===== config.mk =====
export PLATFORM = sky130hd
export DESIGN_NAME = timestamped_entry_table_unit
export DESIGN_NICKNAME = d
export VERILOG_FILES = /design/src/rtl/core/tet_pkg.sv /design/src/rtl/core/timestamped_entry_table_unit.sv /design/src/rtl/core/tet_front.sv /design/src/rtl/core/tet_back.sv
export SDC_FILE = /design/constraint.sdc
export NUM_CORES = 2
export LEC_CHECK = 0
export BUFFER_PORTS_ARGS = -buffer_cell sky130_fd_sc_hd__clkbuf_2
export CAP_MARGIN = 20
export CORE_UTILIZATION = 50
export CTS_BUF_LIST = sky130_fd_sc_hd__clkbuf_2
export CTS_CLUSTER_SIZE = 40
export DETAILED_ROUTE_END_ITERATION = 12
export GPL_TIMING_DRIVEN = 0
export PLACE_DENSITY_LB_ADDON = 0.05
export SLEW_MARGIN = 5
export SYNTH_ARGS = -nofsm -noshare
export SYNTH_HDL_FRONTEND = slang
export SYNTH_SLANG_ARGS = --single-unit

===== constraint.sdc =====
create_clock -name clock -period 24.7 [get_ports clock]
set_input_delay 2.47 -clock clock [delete_from_list [all_inputs] [get_ports clock]]
set_output_delay 2.47 -clock clock [all_outputs]
set_load 0.005 [all_outputs]

===== src/rtl/core/tet_pkg.sv =====
package tet_pkg;

   typedef enum logic [2:0] {
      OP_INSERT   = 3'd0,
      OP_RM_TAG   = 3'd1,
      OP_RM_FIRST = 3'd2,
      OP_PEEK     = 3'd3,
      OP_CNT_DATE = 3'd4,
      OP_CLEAR    = 3'd5,
      OP_TOTAL    = 3'd6,
      OP_NONE     = 3'd7
   } op_type;

   localparam logic [2:0] ST_OK        = 3'd0;
   localparam logic [2:0] ST_BAD_DATE  = 3'd1;
   localparam logic [2:0] ST_BAD_TIME  = 3'd2;
   localparam logic [2:0] ST_EMPTY     = 3'd3;
   localparam logic [2:0] ST_FULL      = 3'd4;

   localparam int StampBits = 32;
   localparam int KeyLsb    = 11;

   typedef struct packed {
      op_type                 op;
      logic [StampBits-1:0]   stamp;
      logic                   date_bad;
      logic                   time_bad;
   } cmd_type;

   function automatic logic [4:0] month_len(input logic [3:0] m);
      logic [4:0] len;
      case (m)
         4'd2:    len = 5'd28;
         4'd4:    len = 5'd30;
         4'd6:    len = 5'd30;
         4'd9:    len = 5'd30;
         4'd11:   len = 5'd30;
         default: len = 5'd31;
      endcase
      return len;
   endfunction

endpackage


===== src/rtl/core/timestamped_entry_table_unit.sv =====
// Insert, clear and total count do not scan the table; remove by tag and count on date
// read the table in one pass, peek in one pass and remove earliest in two. Each pass
// reads the table one entry a cycle. One command is handled at a time; a 2-deep queue
// buffers further items.
// Reset empties the table and the queue; stored entries are not cleared.
module timestamped_entry_table_unit import tet_pkg::*; #(
   parameter int TABLE_DEPTH = 32,
   parameter int TAG_BITS    = 16
) (
   input  logic        clock,
   input  logic        reset,
   input  logic        req_tvalid,
   output logic        req_tready,
   input  logic [47:0] req_tdata,  // tag, day, month, year, hour, minute
   input  logic [2:0]  req_tuser,  // op
   output logic        rsp_tvalid,
   input  logic        rsp_tready,
   output logic [55:0] rsp_tdata,  // count, tag_out, day_out, month_out, year_out, hour_out,
                                   // minute_out
   output logic [2:0]  rsp_tuser   // status
);

   logic                q_valid;
   cmd_type             q_cmd;
   logic [TAG_BITS-1:0] q_tag;
   logic                q_pop;

   tet_front #(.TAG_BITS(TAG_BITS)) u_front (
      .clock, .reset, .req_tvalid, .req_tready, .req_tdata, .req_tuser,
      .q_valid, .q_cmd, .q_tag, .q_pop
   );

   tet_back #(.TABLE_DEPTH(TABLE_DEPTH), .TAG_BITS(TAG_BITS)) u_back (
      .clock, .reset, .q_valid, .q_cmd, .q_tag, .q_pop,
      .rsp_tvalid, .rsp_tready, .rsp_tdata, .rsp_tuser
   );

endmodule


===== src/rtl/core/tet_front.sv =====
module tet_front import tet_pkg::*; #(
   parameter int TAG_BITS = 16
) (
   input  logic                clock,
   input  logic                reset,
   input  logic                req_tvalid,
   output logic                req_tready,
   input  logic [47:0]         req_tdata,
   input  logic [2:0]          req_tuser,
   output logic                q_valid,
   output cmd_type             q_cmd,
   output logic [TAG_BITS-1:0] q_tag,
   input  logic                q_pop
);

   localparam int WideBits = (TAG_BITS > 16) ? TAG_BITS : 16;

   logic [15:0]   f_tag;
   logic [4:0]    f_day;
   logic [3:0]    f_month;
   logic [11:0]   f_year;
   logic [4:0]    f_hour;
   logic [5:0]    f_minute;
   logic [27:0]   prod;
   logic [7:0]    quot;
   logic [12:0]   quot25;
   logic          div25;
   logic          leap;
   logic [5:0]    mlen;
   logic [WideBits-1:0] tag_wide;
   cmd_type       cmd;

   cmd_type             buf_cmd_ff [2];
   logic [TAG_BITS-1:0] buf_tag_ff [2];
   logic                wp_ff;
   logic                rp_ff;
   logic [1:0]          fill_ff;
   logic                push;

   assign f_tag    = req_tdata[15:0];
   assign f_day    = req_tdata[20:16];
   assign f_month  = req_tdata[24:21];
   assign f_year   = req_tdata[36:25];
   assign f_hour   = req_tdata[41:37];
   assign f_minute = req_tdata[47:42];

   always_comb begin
      prod   = 28'(f_year) * 28'd41944;
      quot   = prod[27:20];
      quot25 = {1'b0, quot, 4'b0} + {2'b0, quot, 3'b0} + {5'b0, quot};
      div25  = (13'(f_year) == quot25);
      leap   = ((f_year[1:0] == 2'd0) && !div25) || ((f_year[3:0] == 4'd0) && div25);
      mlen   = 6'(month_len(f_month)) + 6'((f_month == 4'd2) && leap);
      cmd.op       = op_type'(req_tuser);
      cmd.stamp    = {f_year, f_month, f_day, f_hour, f_minute};
      cmd.date_bad = (f_year == 12'd0) || (f_day == 5'd0) || (f_month == 4'd0) ||
                     (f_month > 4'd12) || (6'(f_day) > mlen);
      cmd.time_bad = (f_hour >= 5'd24) || (f_minute >= 6'd60);
      tag_wide     = WideBits'(f_tag);
   end

   assign req_tready = (fill_ff != 2'd2);
   assign push       = req_tvalid && req_tready;
   assign q_valid    = (fill_ff != 2'd0);
   assign q_cmd      = buf_cmd_ff[rp_ff];
   assign q_tag      = buf_tag_ff[wp_ff ^ wp_ff ^ rp_ff];

   always_ff @(posedge clock) begin
      if (push) begin
         buf_cmd_ff[wp_ff] <= cmd;
         buf_tag_ff[wp_ff] <= tag_wide[TAG_BITS-1:0];
      end
   end

   always_ff @(posedge clock) begin
      if (reset) begin
         wp_ff   <= 1'b0;
         rp_ff   <= 1'b0;
         fill_ff <= 2'd0;
      end else begin
         if (push) wp_ff <= !wp_ff;
         if (q_pop) rp_ff <= !rp_ff;
         fill_ff <= fill_ff + 2'(push) - 2'(q_pop);
      end
   end

endmodule


===== src/rtl/core/tet_back.sv =====
module tet_back import tet_pkg::*; #(
   parameter int TABLE_DEPTH = 32,
   parameter int TAG_BITS    = 16
) (
   input  logic                clock,
   input  logic                reset,
   input  logic                q_valid,
   input  cmd_type             q_cmd,
   input  logic [TAG_BITS-1:0] q_tag,
   output logic                q_pop,
   output logic                rsp_tvalid,
   input  logic                rsp_tready,
   output logic [55:0]         rsp_tdata,
   output logic [2:0]          rsp_tuser
);

   localparam int CW = $clog2(TABLE_DEPTH + 1);
   localparam int AW = (TABLE_DEPTH > 1) ? $clog2(TABLE_DEPTH) : 1;
   localparam int XW = (CW > 6) ? CW : 6;
   localparam int WideBits = (TAG_BITS > 16) ? TAG_BITS : 16;

   typedef enum logic [2:0] {
      S_IDLE, S_FIND, S_PACK, S_COUNT, S_DONE
   } state_type;

   state_type state_ff;

   logic [TAG_BITS-1:0]  mem_tag [TABLE_DEPTH];
   logic [StampBits-1:0] mem_stamp [TABLE_DEPTH];
   logic [TAG_BITS-1:0]  rd_tag_ff;
   logic [StampBits-1:0] rd_stamp_ff;

   logic [CW-1:0]        cnt_ff;
   logic [CW-1:0]        issue_ff;
   logic [CW-1:0]        rd_i_ff;
   logic                 rd_v_ff;
   logic [CW-1:0]        wr_n_ff;
   logic [CW-1:0]        hits_ff;
   logic [CW-1:0]        best_idx_ff;
   logic [StampBits-1:0] best_stamp_ff;
   logic [TAG_BITS-1:0]  best_tag_ff;
   op_type               op_ff;
   logic [StampBits-1:0] key_ff;
   logic [TAG_BITS-1:0]  tag_key_ff;
   logic                 show_ff;
   logic [2:0]           status_ff;

   logic                 rsp_valid_ff;
   logic [2:0]           rsp_status_ff;
   logic [5:0]           rsp_count_ff;
   logic [15:0]          rsp_tag_ff;
   logic [StampBits-1:0] rsp_stamp_ff;

   logic                 scanning;
   logic                 rd_en;
   logic                 wr_en;
   logic [AW-1:0]        wr_addr;
   logic [TAG_BITS-1:0]  wr_tag;
   logic [StampBits-1:0] wr_stamp;
   logic                 skip;
   logic                 drained;
   logic                 ins_ok;
   logic [XW-1:0]        hits_x;
   logic [WideBits-1:0]  best_wide;

   assign q_pop    = (state_ff == S_IDLE) && q_valid;
   assign scanning = (state_ff == S_FIND) || (state_ff == S_PACK) || (state_ff == S_COUNT);
   assign rd_en    = scanning && (issue_ff < cnt_ff);
   assign drained  = !rd_en && !rd_v_ff;
   assign skip     = (op_ff == OP_RM_TAG) ? (rd_tag_ff == tag_key_ff) : (rd_i_ff == best_idx_ff);
   assign ins_ok   = !q_cmd.date_bad && !q_cmd.time_bad && (cnt_ff < CW'(TABLE_DEPTH));

   always_comb begin
      if (state_ff == S_IDLE) begin
         wr_en    = q_pop && (q_cmd.op == OP_INSERT) && ins_ok;
         wr_addr  = cnt_ff[AW-1:0];
         wr_tag   = q_tag;
         wr_stamp = q_cmd.stamp;
      end else begin
         wr_en    = (state_ff == S_PACK) && rd_v_ff && !skip;
         wr_addr  = wr_n_ff[AW-1:0];
         wr_tag   = rd_tag_ff;
         wr_stamp = rd_stamp_ff;
      end
   end

   always_ff @(posedge clock) begin
      if (rd_en) begin
         rd_tag_ff   <= mem_tag[issue_ff[AW-1:0]];
         rd_stamp_ff <= mem_stamp[issue_ff[AW-1:0]];
      end
      if (wr_en) begin
         mem_tag[wr_addr]   <= wr_tag;
         mem_stamp[wr_addr] <= wr_stamp;
      end
   end

   assign hits_x    = XW'(hits_ff);
   assign best_wide = WideBits'(best_tag_ff);

   always_ff @(posedge clock) begin
      if (reset) begin
         state_ff     <= S_IDLE;
         cnt_ff       <= '0;
         rd_v_ff      <= 1'b0;
         rsp_valid_ff <= 1'b0;
      end else begin
         if (rsp_valid_ff && rsp_tready) rsp_valid_ff <= 1'b0;
         rd_v_ff <= rd_en;
         rd_i_ff <= issue_ff;
         if (rd_en) issue_ff <= issue_ff + 1'b1;
         case (state_ff)
            S_IDLE: begin
               if (q_valid) begin
                  op_ff      <= q_cmd.op;
                  key_ff     <= q_cmd.stamp;
                  tag_key_ff <= q_tag;
                  issue_ff   <= '0;
                  wr_n_ff    <= '0;
                  hits_ff    <= '0;
                  show_ff    <= 1'b0;
                  status_ff  <= ST_OK;
                  state_ff   <= S_DONE;
                  case (q_cmd.op)
                     OP_INSERT: begin
                        if (q_cmd.date_bad) status_ff <= ST_BAD_DATE;
                        else if (q_cmd.time_bad) status_ff <= ST_BAD_TIME;
                        else if (!ins_ok) status_ff <= ST_FULL;
                        if (ins_ok) begin
                           cnt_ff  <= cnt_ff + 1'b1;
                           hits_ff <= cnt_ff + 1'b1;
                        end else begin
                           hits_ff <= cnt_ff;
                        end
                     end
                     OP_RM_TAG: state_ff <= S_PACK;
                     OP_RM_FIRST, OP_PEEK: begin
                        if (cnt_ff == '0) status_ff <= ST_EMPTY;
                        else state_ff <= S_FIND;
                     end
                     OP_CNT_DATE: begin
                        if (q_cmd.date_bad) status_ff <= ST_BAD_DATE;
                        else state_ff <= S_COUNT;
                     end
                     OP_CLEAR: cnt_ff <= '0;
                     OP_TOTAL: hits_ff <= cnt_ff;
                     default: ;
                  endcase
               end
            end
            S_FIND: begin
               if (rd_v_ff && ((rd_i_ff == '0) || (rd_stamp_ff < best_stamp_ff))) begin
                  best_stamp_ff <= rd_stamp_ff;
                  best_tag_ff   <= rd_tag_ff;
                  best_idx_ff   <= rd_i_ff;
               end
               if (drained) begin
                  show_ff <= 1'b1;
                  if (op_ff == OP_RM_FIRST) begin
                     issue_ff <= '0;
                     state_ff <= S_PACK;
                  end else begin
                     state_ff <= S_DONE;
                  end
               end
            end
            S_PACK: begin
               if (rd_v_ff) begin
                  if (skip) hits_ff <= hits_ff + 1'b1;
                  else wr_n_ff <= wr_n_ff + 1'b1;
               end
               if (drained) begin
                  cnt_ff   <= wr_n_ff;
                  state_ff <= S_DONE;
               end
            end
            S_COUNT: begin
               if (rd_v_ff && (rd_stamp_ff[StampBits-1:KeyLsb] == key_ff[StampBits-1:KeyLsb]))
                  hits_ff <= hits_ff + 1'b1;
               if (drained) state_ff <= S_DONE;
            end
            S_DONE: begin
               if (!rsp_valid_ff || rsp_tready) begin
                  rsp_valid_ff  <= 1'b1;
                  rsp_status_ff <= status_ff;
                  rsp_count_ff  <= hits_x[5:0];
                  rsp_tag_ff    <= show_ff ? best_wide[15:0] : 16'd0;
                  rsp_stamp_ff  <= show_ff ? best_stamp_ff : '0;
                  state_ff      <= S_IDLE;
               end
            end
            default: state_ff <= S_IDLE;
         endcase
      end
   end

   assign rsp_tvalid = rsp_valid_ff;
   assign rsp_tuser  = rsp_status_ff;
   assign rsp_tdata  = {2'b0, rsp_stamp_ff[5:0], rsp_stamp_ff[10:6], rsp_stamp_ff[31:20],
                        rsp_stamp_ff[19:16], rsp_stamp_ff[15:11], rsp_tag_ff, rsp_count_ff};

   a_cnt_bound: assert property (@(posedge clock) disable iff (reset)
      cnt_ff <= CW'(TABLE_DEPTH)) else $error("entry count above depth");
   a_pack_order: assert property (@(posedge clock) disable iff (reset)
      (state_ff == S_PACK) |-> (wr_n_ff <= issue_ff)) else $error("compaction overtook reads");
   a_pop_idle: assert property (@(posedge clock) disable iff (reset)
      q_pop |-> (state_ff == S_IDLE)) else $error("queue popped while busy");
   a_done_one: assert property (@(posedge clock) disable iff (reset)
      (state_ff == S_DONE) && !rsp_tvalid |=> rsp_tvalid) else $error("result not loaded");

endmodule

==> results.md <==
* Status: complete, no violations
* Leak pwr at roughly 30 nW
* Worst hold path type: flip-flop to flip-flop
* Vias/cell at 5.69
* Yosys warns at 0
* Switch Pwr at between 0.003 and 0.004 W
* Largest net degree at the start of global routing at 40
* Grt ovf at 0
* Largest vdd supply drop at between 0.0001 and 0.00015 V
* EDFF count, synth at 1869
* Post-synthesis async set-or-reset flop share at 0%
* H-tree depth at 5
* Fin Clk Skew at between 200 and 250 ps
* Peak Freq at between 90 and 100 MHz
* Initial antenna violation count at 10
* Wire per inst at about 28 um
* Register area at roughly 0.056 mm2
* DP HPWL at approximately 140000 um
* Clock root buffer: clkbuf_2
* Comb pwr share at approximately a third
* Row cnt at ~140
* Residual DRC at 0
* Effective utilization at floorplan at roughly 50%
* Type of the worst setup path: primary input to flip-flop
* I/O Pins at roughly 120
* Slew Limit Fails at 0
* Layout cell share with drive strength beyond 1 at 35.0%
* Pwr Density at ~110 mW/mm2
* First-pass GRT wire length at 278000 um
* CTS tree: built
* Vias in the first global route at 41000
* Data arrival time of the worst path at 11560 ps
* Main synth FF type: edfxtp_1
* Port Buffers at around 110
* Final wirelength at between 150000 and 200000 um
* P_int at 0.00619 W
* Most common cell on crit path: fa_1
* Sequential-to-total area share from yosys stat at ~74%
* Max-cap viol count at 0
* Pre-Repair DR Iteration Count at 5
* Layout fillers at 11700
* Crit end category: flip-flop
* Final ANT Viol Nets at 0
* Flop pwr share at a little under half
* Clock share of power at 20.9%
* Relative slew slack at between 10% and 20%
* Width of the die at between 300 and 400 um
* Worst stage delay on the critical path at approximately 580 ps
* Setup Fix Bufs, Post-CTS at 0
* CP max stage cell: fa_1
* Critical-path maximum fanout at 7
* Unrepaired setup endpoints after global routing: false
* Final #Nets at about 4900
* Final worst setup slack at about 15000 ps
* Full die area at approximately 0.15 mm2
* Syn avg cell area at about 20 um2
* Critical path launch point type: primary input
* Die height at 393 um
* Netlist Area Pre-Place at ~0.077 mm2
* Final Cycle Share at 41.0%
* Total GRT Usage at 25.6%
* Setup_tns at 0 ps
* CTS Buf Count at about 480
* Number of synthesized register bits at between 1500 and 2000
* Placer's final routability congestion estimate at 0.830
* Final setup violating endpoints at 0
* Core area at approximately 0.15 mm2
* 1st-iter DRT viols at around 3800
* WP data required at 26130 ps
* Placement Setup Slack at around 13000 ps
* Final min period at between 10000 and 15000 ps
* Total Power at approximately 0.0094 W
* Worst-path clk slew at ~100 ps
* Final Hold Fails at 0
* Slew @ Worst Pin at between 1000 and 1500 ps
* Netlist cell types at 69
* Most common cell after layout, fill and taps aside: edfxtp_1
* CTS Sinks at roughly 1900
* Routed via count at roughly 40000
* Synthesized instance count at approximately 3800
* CTS resizes at 0
* Clock Tree Buf Depth at 4
* Final hold slack at roughly 440 ps
* Clock Latency Late Sink at between 1500 and 2000 ps
* Area of the multi-input gates at ~0.019 mm2
* Post-CTS Hold Buffers at 0
* Net Sw Frac at between 30% and 40%
* P&R area growth vs syn at 13.5%
* Most frequent cells in the layout: edfxtp_1, clkbuf_2, mux4_2
-- worst max-delay path, delay by kind of cell --
family          cells  cell delay [ps]
fa+ha+maj          10             4530
xor+xnor            1              410
compound gates      6             1540
buf+inv             5              630
mux                 2              300
simple gates        7             1690
-- cell usage after synthesis, types with 39 or more instances --
library cell  number  share of area [%]
nand2_1          307                1.5
ha_1             147                2.4
o21ai_0           45               0.29
xnor2_1           50               0.57
and2_1            51               0.42
fa_1              47                1.2
nor3_1            56               0.37
nor2_1            50               0.25
clkbuf_1          95               0.47
a21oi_1           46               0.30
inv_1            140               0.69
buf_2             42               0.27
mux4_2           480                 14
edfxtp_1        1869                 73
mux2_2            39               0.57
-- power by group through the flow --
stage	Clock (W)	Sequential (W)	Combinational, W
5_1_grt	0.00218	0.00434	0.00340
2_1_floorplan	0	0.00439	0.00192
3_5_place_dp	0	0.00441	0.00304
3_3_place_gp	0	0.00445	0.00287
6_report	0.00197	0.00433	0.00313
4_1_cts	0.00203	0.00434	0.00305
-- per-layer routing --
| layer | vias to the layer above | GRT usage, % | part of all wire, % |
|---|---|---|---|
| li1 | 17200 | - | - |
| met1 | 20800 | 35.7 | 42 |
| met2 | 1557 | 40.3 | 48 |
| met3 | 278 | 6.55 | 8.0 |
| met4 | 0 | 7.06 | 1.8 |
| met5 | - | 0 | 0 |
-- cell type report --
type,count,share of cell area [%]
Timing Repair Buffer,389,4.10
Antenna cell,11,0.0317
Tap cell,2030,2.92
Sequential cell,1885,65.0
Multi-Input combinational cell,1580,22.0
Buffer,163,0.795
Inverter,141,0.609
Clock buffer,682,3.93
Clock inverter,117,0.596
-- state kept, by name (all words and copies together), names as in the netlist, 16 cells and up, named ones only --
| name | count |
|---|---|
| u_back.key_ff | 21 |
| u_back.best_stamp_ff | 32 |
| u_front.buf_tag_ff | 32 |
| u_front.buf_cmd_ff | 74 |
| u_back.rd_tag_ff | 16 |
| u_back.mem_tag | 512 |
| u_back.rsp_tag_ff | 16 |
| u_back.mem_stamp | 1024 |
| u_back.rd_stamp_ff | 32 |
| u_back.tag_key_ff | 16 |
| u_back.rsp_stamp_ff | 32 |
| u_back.best_tag_ff | 16 |
-- stage by stage --
stage	instance area [um2]	util [%]	cells
2_1_floorplan	76500	-	3769
3_3_place_gp	79600	52.4	5911
3_5_place_dp	82500	54.3	6168
4_1_cts	86400	56.9	6967
5_1_grt	86900	57.2	6996
6_report	86900	57.2	6998
-- worst paths after layout --
path	start	to	slack [ps]	cells after the start
setup reg to reg	u_back.state_ff[0]	u_back.mem_stamp[23][27]	19880	11
setup / recovery	req_tdata[31]	u_front.buf_cmd_ff[0][1]	14560	31
hold reg to reg	u_back.status_ff[0]	u_back.rsp_tuser[0]	440	0
hold / removal	u_back.status_ff[0]	u_back.rsp_tuser[0]	440	0
-- logic make-up after synthesis --
logic type	share of synthesized area [%]
flops	73.8
simple gates	3.45
mux	15.0
buf+inv	1.59
fa+ha+maj	3.63
compound gates	1.53
xor+xnor	1.03
other cells	0.00490
No activity file was read; power rests on OpenSTA's default activity.
